<file path="src/rpa_pkg.sv">
// rpa_pkg: shared types, constants and codes of the path attenuation unit
// depends on nothing; imported by every module of the block but rpa_checker
package rpa_pkg;

  // configuration port
  localparam int CfgIdxW  = 3;
  localparam int CfgDataW = 24;

  typedef enum logic [CfgIdxW-1:0] {
    REG_ZK_COEF     = 3'd0,
    REG_ZK_EXP      = 3'd1,
    REG_PIA_LIMIT   = 3'd2,
    REG_RANGE_OVR   = 3'd3,
    REG_BIN_SPACING = 3'd4
  } cfg_reg_t;

  localparam logic [23:0] ZK_COEF_RST     = 24'd734000;
  localparam logic [13:0] ZK_EXP_RST      = 14'd5505;
  localparam logic [14:0] PIA_LIMIT_RST   = 15'd2560;
  localparam logic [15:0] RANGE_OVR_RST   = 16'd0;
  localparam logic [15:0] BIN_SPACING_RST = 16'd500;

  // fixed-point constants
  localparam logic [22:0] LOG2_10_TENTH   = 23'd5573271;    // log2(10)/10, Q0.24
  localparam logic [30:0] TENTH_LN10_Q32  = 31'd1977905534; // 0.2*ln(10), Q0.32
  localparam logic [25:0] TEN_LOG10_2_Q24 = 26'd50504453;   // 10*log10(2), Q2.24
  localparam logic signed [44:0] E_SAT    = 45'sd201326592; // 12.0 in Q.24

  // shared divider
  localparam int DivNW   = 52;
  localparam int DivDW   = 32;
  localparam int DivCntW = 6;

  // table of 2^(2^-i), i = 1..24, filled after reset
  localparam int TabLen  = 24;
  localparam int TabIdxW = 5;
  localparam int CntW    = 5;

  localparam logic [CntW-1:0]    SQ_LAST  = CntW'(30);  // 31 root digits
  localparam logic [CntW-1:0]    LG_LAST  = CntW'(23);  // 24 squaring steps
  localparam logic [CntW-1:0]    POW_LAST = CntW'(TabLen - 1);
  localparam logic [TabIdxW-1:0] TAB_LAST = TabIdxW'(TabLen - 1);

  typedef enum logic [4:0] {
    OP_NONE,
    OP_TAB_INIT,
    OP_SQ_LOAD,
    OP_SQ_STEP,
    OP_SQ_STORE,
    OP_LATCH,
    OP_DIV_FACTOR,
    OP_FAC_SAVE,
    OP_CALC_A,
    OP_LG_NORM,
    OP_LG_PREP,
    OP_LG_SQ,
    OP_NUM,
    OP_DIV_E,
    OP_E_SAVE,
    OP_POW_STEP,
    OP_K_SUM,
    OP_PROD,
    OP_DIV_CLAMP,
    OP_CLAMP_SAVE,
    OP_X_LOAD,
    OP_NL_T,
    OP_PIA,
    OP_OUT_LOAD
  } op_t;

  typedef enum logic [4:0] {
    ST_TAB_INIT,
    ST_SQ_LOAD,
    ST_SQ_STEP,
    ST_SQ_STORE,
    ST_IDLE,
    ST_BRANCH,
    ST_FAC_WAIT,
    ST_A,
    ST_LG_NORM,
    ST_LG_SQ,
    ST_NUM,
    ST_E_START,
    ST_E_WAIT,
    ST_POW,
    ST_K,
    ST_PROD,
    ST_CLAMP_CHK,
    ST_CLAMP_WAIT,
    ST_X,
    ST_NL,
    ST_PIA,
    ST_OUT
  } state_t;

  typedef struct packed {
    op_t                op;
    logic [TabIdxW-1:0] idx;
  } dp_cmd_t;

  typedef struct packed {
    logic div_busy;
    logic lg_top;
    logic prod_big;
    logic is_data;
  } dp_stat_t;

endpackage

</file>
<file path="src/rpa_ctrl.sv">
// rpa_ctrl: sequencer of the attenuation unit, request handshakes
// depends on rpa_pkg; issues one datapath command per cycle
module rpa_ctrl (
  input  logic              clk,
  input  logic              rst,
  input  logic              in_valid,
  output logic              in_ready,
  output logic              out_valid,
  input  logic              out_ready,
  input  rpa_pkg::dp_stat_t stat,
  output rpa_pkg::dp_cmd_t  cmd
);
  import rpa_pkg::*;

  state_t             state, state_next;
  logic [CntW-1:0]    cnt, cnt_next;
  logic [TabIdxW-1:0] tidx, tidx_next;
  logic               lg_pass, lg_pass_next;
  logic               out_valid_next;
  logic               out_free;

  assign out_free = !out_valid || out_ready;

  always_ff @(posedge clk) begin
    if (rst) begin
      state     <= ST_TAB_INIT;
      cnt       <= '0;
      tidx      <= '0;
      lg_pass   <= 1'b0;
      out_valid <= 1'b0;
    end else begin
      state     <= state_next;
      cnt       <= cnt_next;
      tidx      <= tidx_next;
      lg_pass   <= lg_pass_next;
      out_valid <= out_valid_next;
    end
  end

  always_comb begin
    state_next     = state;
    cnt_next       = cnt;
    tidx_next      = tidx;
    lg_pass_next   = lg_pass;
    cmd.op         = OP_NONE;
    cmd.idx        = '0;
    in_ready       = 1'b0;
    out_valid_next = out_valid && !out_ready;

    case (state)
      ST_TAB_INIT: begin
        cmd.op     = OP_TAB_INIT;
        tidx_next  = '0;
        state_next = ST_SQ_LOAD;
      end
      ST_SQ_LOAD: begin
        cmd.op     = OP_SQ_LOAD;
        cnt_next   = '0;
        state_next = ST_SQ_STEP;
      end
      ST_SQ_STEP: begin
        cmd.op   = OP_SQ_STEP;
        cnt_next = cnt + 1'b1;
        if (cnt == SQ_LAST) begin
          state_next = ST_SQ_STORE;
        end
      end
      ST_SQ_STORE: begin
        cmd.op  = OP_SQ_STORE;
        cmd.idx = tidx;
        if (tidx == TAB_LAST) begin
          state_next = ST_IDLE;
        end else begin
          tidx_next  = tidx + 1'b1;
          state_next = ST_SQ_LOAD;
        end
      end
      ST_IDLE: begin
        in_ready = 1'b1;
        if (in_valid) begin
          cmd.op     = OP_LATCH;
          state_next = ST_BRANCH;
        end
      end
      ST_BRANCH: begin
        if (stat.is_data) begin
          cmd.op     = OP_DIV_FACTOR;
          state_next = ST_FAC_WAIT;
        end else begin
          state_next = ST_OUT;
        end
      end
      ST_FAC_WAIT: begin
        if (!stat.div_busy) begin
          cmd.op     = OP_FAC_SAVE;
          state_next = ST_A;
        end
      end
      ST_A: begin
        cmd.op       = OP_CALC_A;
        lg_pass_next = 1'b0;
        state_next   = ST_LG_NORM;
      end
      ST_LG_NORM: begin
        if (stat.lg_top) begin
          cmd.op     = OP_LG_PREP;
          cnt_next   = '0;
          state_next = ST_LG_SQ;
        end else begin
          cmd.op = OP_LG_NORM;
        end
      end
      ST_LG_SQ: begin
        cmd.op   = OP_LG_SQ;
        cnt_next = cnt + 1'b1;
        if (cnt == LG_LAST) begin
          state_next = lg_pass ? ST_NL : ST_NUM;
        end
      end
      ST_NUM: begin
        cmd.op     = OP_NUM;
        state_next = ST_E_START;
      end
      ST_E_START: begin
        cmd.op     = OP_DIV_E;
        state_next = ST_E_WAIT;
      end
      ST_E_WAIT: begin
        if (!stat.div_busy) begin
          cmd.op     = OP_E_SAVE;
          cnt_next   = '0;
          state_next = ST_POW;
        end
      end
      ST_POW: begin
        cmd.op   = OP_POW_STEP;
        cmd.idx  = TabIdxW'(cnt);
        cnt_next = cnt + 1'b1;
        if (cnt == POW_LAST) begin
          state_next = ST_K;
        end
      end
      ST_K: begin
        cmd.op     = OP_K_SUM;
        state_next = ST_PROD;
      end
      ST_PROD: begin
        cmd.op     = OP_PROD;
        state_next = ST_CLAMP_CHK;
      end
      ST_CLAMP_CHK: begin
        // product at or above one: pull the sum back under the limit
        if (stat.prod_big) begin
          cmd.op     = OP_DIV_CLAMP;
          state_next = ST_CLAMP_WAIT;
        end else begin
          state_next = ST_X;
        end
      end
      ST_CLAMP_WAIT: begin
        if (!stat.div_busy) begin
          cmd.op     = OP_CLAMP_SAVE;
          state_next = ST_PROD;
        end
      end
      ST_X: begin
        cmd.op       = OP_X_LOAD;
        lg_pass_next = 1'b1;
        state_next   = ST_LG_NORM;
      end
      ST_NL: begin
        cmd.op     = OP_NL_T;
        state_next = ST_PIA;
      end
      ST_PIA: begin
        cmd.op     = OP_PIA;
        state_next = ST_OUT;
      end
      ST_OUT: begin
        if (out_free) begin
          cmd.op         = OP_OUT_LOAD;
          out_valid_next = 1'b1;
          state_next     = ST_IDLE;
        end
      end
      default: begin
        state_next = ST_IDLE;
      end
    endcase
  end

endmodule

</file>
<file path="config.mk">
export PLATFORM = sky130hd
export DESIGN_NAME = rpa_ctrl
export DESIGN_NICKNAME = d
export VERILOG_FILES = /design/src/rpa_pkg.sv /design/src/rpa_ctrl.sv
export SDC_FILE = /design/constraint.sdc
export NUM_CORES = 1
export LEC_CHECK = 0
export BUFFER_PORTS_ARGS = -buffer_cell sky130_fd_sc_hd__buf_2
export CELL_PAD_IN_SITES_DETAIL_PLACEMENT = 1
export CELL_PAD_IN_SITES_GLOBAL_PLACEMENT = 2
export CORE_MARGIN = 2
export CORE_UTILIZATION = 35
export CTS_BUF_LIST = sky130_fd_sc_hd__clkbuf_4 sky130_fd_sc_hd__clkbuf_8 sky130_fd_sc_hd__clkbuf_16
export CTS_CLUSTER_DIAMETER = 40
export DETAILED_ROUTE_END_ITERATION = 12
export PLACE_DENSITY_LB_ADDON = 0.3
export SETUP_SLACK_MARGIN = 0.02
export SLEW_MARGIN = 20
export SYNTH_ARGS = -nofsm -noshare
export SYNTH_HDL_FRONTEND = slang
export SYNTH_SLANG_ARGS = --single-unit
</file>
<file path="constraint.sdc">
create_clock -name clk -period 4.31 [get_ports clk]
set_input_delay 0.431 -clock clk [delete_from_list [all_inputs] [get_ports clk]]
set_output_delay 0.431 -clock clk [all_outputs]
set_load 0.02 [all_outputs]
</file>
==> metrics.yaml <==
grt:
  globalRouteOverflowTotal: 0
  first_global_vias: 1575
  track_usage_pct: 20.1
  grt_pass1_wl_um: 8270
  antenna_found_initial: 0
  grt_max_degree: 35
logic_synthesis:
  synth_top_area_share_pct: 21.4
  yosys-top-cells-count: "19 x nand2_1, 19 x nor2_1, 17 x dfxtp_1"
  syn_nets: 228
  yosysTopAreaCell: "dfxtp_1"
  syn_area_um2: 1590
  synth-edff-count: 0
  yosysSeqAreaShare_pct: 21.4
  ys_async_sr_fraction_pct: 0
  synth_cells: 217
  yosys-top-cells-area: "dfxtp_1 21%, o21ai_0 5.0%, nand2_1 4.5%, nor2_1 4.5%, a21oi_1 4.4%"
  synth_area_per_cell_um2: 7.32
  synthFlopType: "dfxtp_1"
  synth_cell_types: 54
  yosysWarnings: 0
  synth_seq_cells: 17
worst_hold_path:
  hold_class: "in2reg"
detailed_routing:
  first_pass_iters: 4
  viasPerCell: 5.98
  drt_iter0_drc: 99
  drcViolationCount: 0
  met2_length_um: 2300
  wl_met1_um: 2340
  finalWirelength_um: 4870
  drtAntennaViolNets: 0
  num_vias: 1644
  wire_per_inst_um: 17.7
  met3_wirelength_um: 182
  top_layer_used: "met4"
pwr:
  comb_power_share_pct: 44.4
  power_frac_clock_pct: 18.6
  power_mw: 0.670
  powerDensity_nw_per_um2: 392
  switching_share_pct: 47.3
  p_int_mw: 0.353
  p_leak_nw: 0.638
  p_sw_mw: 0.317
  seqPwrFrac_pct: 37.0
  ir_worst_vdd_v: 0.000165
finish:
  antennaDiodeCount: 0
  nets: 235
  drive_gt1_share_pct: 15.7
  syn_to_final_growth_pct: 7.57
critical_path:
  cp_top_family: "flip-flops"
  cp-end-kind: "output port"
  worst_ep_arrival_time_ns: 2.35
  startpoint_type: "flip-flop"
  slowest_delay_ns: 0.98
  cpMaxStageDelayCell: "dfxtp_1"
  path_class: "reg2out"
  path_buf_inv: 2
  path_cells: "inv_1, a2111o_1, o211ai_1, buf_2"
  critPathRequiredTime_ns: 3.88
  critPathMaxFanout: 27
clock_tree:
  cts_resized: 0
  cts_tree: "done"
  h-tree-depth: 1
  numCtsBuffers: 3
  post_cts_buffers: 0
  cts-root-buf: "clkbuf_8"
  insertion_delay_ns: 0.25
  cts_buffer_depth: 2
  clk_pin_slew_ns: 0.07
  holdBufCountCts: 0
  clkSinkCount: 17
timing:
  hold_slack_ns: 0.513
  fmax_ghz: 0.359
  slew_headroom_pct: 32.9
  layout_setup_ws_ns: 1.53
  setup_viol: 0
  rsz0062_at_grt: "false"
  finalHoldViolations: 0
  period_share_pct: 64.6
  skew_ns: 0.00123
  tns_ns: 0
  fin_crit_ns: 2.78
  worst_pin_slew_ns: 1.00
  slew_violations: 0
die:
  fp.dieH_um: 71.4
  start_util_pct: 36.5
  dieArea_um2: 5090
  pin_count: 20
  fp-row-count: 24
  core_area_um2: 4350
  die_x_um: 71.4
placement:
  hpwl_um: 3520
  port_buffers: 19
  post-place-ws_ns: 1.67
  place_congestion: 0.807
flow_run:
  cap_violations: 0
status:
  status: "complete, no violations"
[layout by cell type, fill, tap and decap left out, types with 4 or more instances in the layout]
master / n
a21oi_1: 14
o21ai_0: 16
buf_2: 19
a31oi_1: 4
nor3_1: 10
or3_1: 4
dfxtp_1: 15
a211oi_1: 5
nand3_1: 6
inv_1: 5
nand4_1: 4
a22o_1: 5
nand2b_1: 4
nand2_1: 19
nor2b_1: 8
nor2_1: 19
xnor2_1: 4
[flip-flops by register name, summed over array words and instances (netlist names)]
| signal | flops |
|---|---|
| cnt | 5 |
| tidx | 5 |
| out_valid | 1 |
| state | 5 |
| lg_pass | 1 |
[logic make-up after synthesis]
logic type | after synthesis | synth area share, %
flops | 17 | 21.4
simple gates | 97 | 35.1
compound gates | 67 | 28.0
xor+xnor | 6 | 3.31
mux | 4 | 2.60
buf+inv | 23 | 7.25
fa+ha+maj | 3 | 2.36
[routing by layer]
| layer | vias to the layer above | GRT usage (%) |
|---|---|---|
| met1 | 787 | 29.7 |
| met4 | 0 | 3.98 |
| li1 | 814 | - |
| met2 | 39 | 30.5 |
| met3 | 4 | 3.80 |
| met5 | - | 0 |
[power groups by stage]
stage | clock network [mW] | registers [mW] | logic (mW)
after floorplan | 0 | 0.184 | 0.288
after global placement | 0 | 0.245 | 0.288
after detailed placement | 0 | 0.249 | 0.295
after CTS | 0.128 | 0.245 | 0.297
after global routing | 0.136 | 0.255 | 0.334
final | 0.125 | 0.247 | 0.297
[path summary, 6_finish.rpt]
kind	from	endpoint	slack [ns]	cells after the start
max	state[0]	cmd[6]	1.53	4
min	rst	state[4]	0.51	2
max reg2reg	state[0]	state[1]	1.79	5
min reg2reg	tidx[1]	tidx[1]	0.54	2
[layout make-up]
cell class                 count  area [um^2]
fill                         552         2650
multi-input combinational    177         1130
sequential                    17          343
timing repair buffer          20          103
tap                           52         65.1
clock buffer                   3         41.3
inverter                       5         18.8
clock inverter                 1         5.00
[per-stage QoR]
| step | std cells | cell area (um^2) | utilization [%] |
|---|---|---|---|
| 2_1_floorplan | 217 | 1590 | - |
| 3_3_place_gp | 271 | 1660 | 38.1 |
| 3_5_place_dp | 271 | 1660 | 38.1 |
| 4_1_cts | 275 | 1710 | 39.2 |
| 5_1_grt | 275 | 1710 | 39.2 |
| 6_report | 275 | 1710 | 39.2 |
[worst reg2reg max path: stages (launching register included)]
cell and delay, ns:
dfxtp_1 0.98, inv_1 0.35, nand4_1 0.18, nand4_1 0.19, or4_1 0.57, o211a_1 0.15
Note: power is estimated with default switching activity, not from simulation.
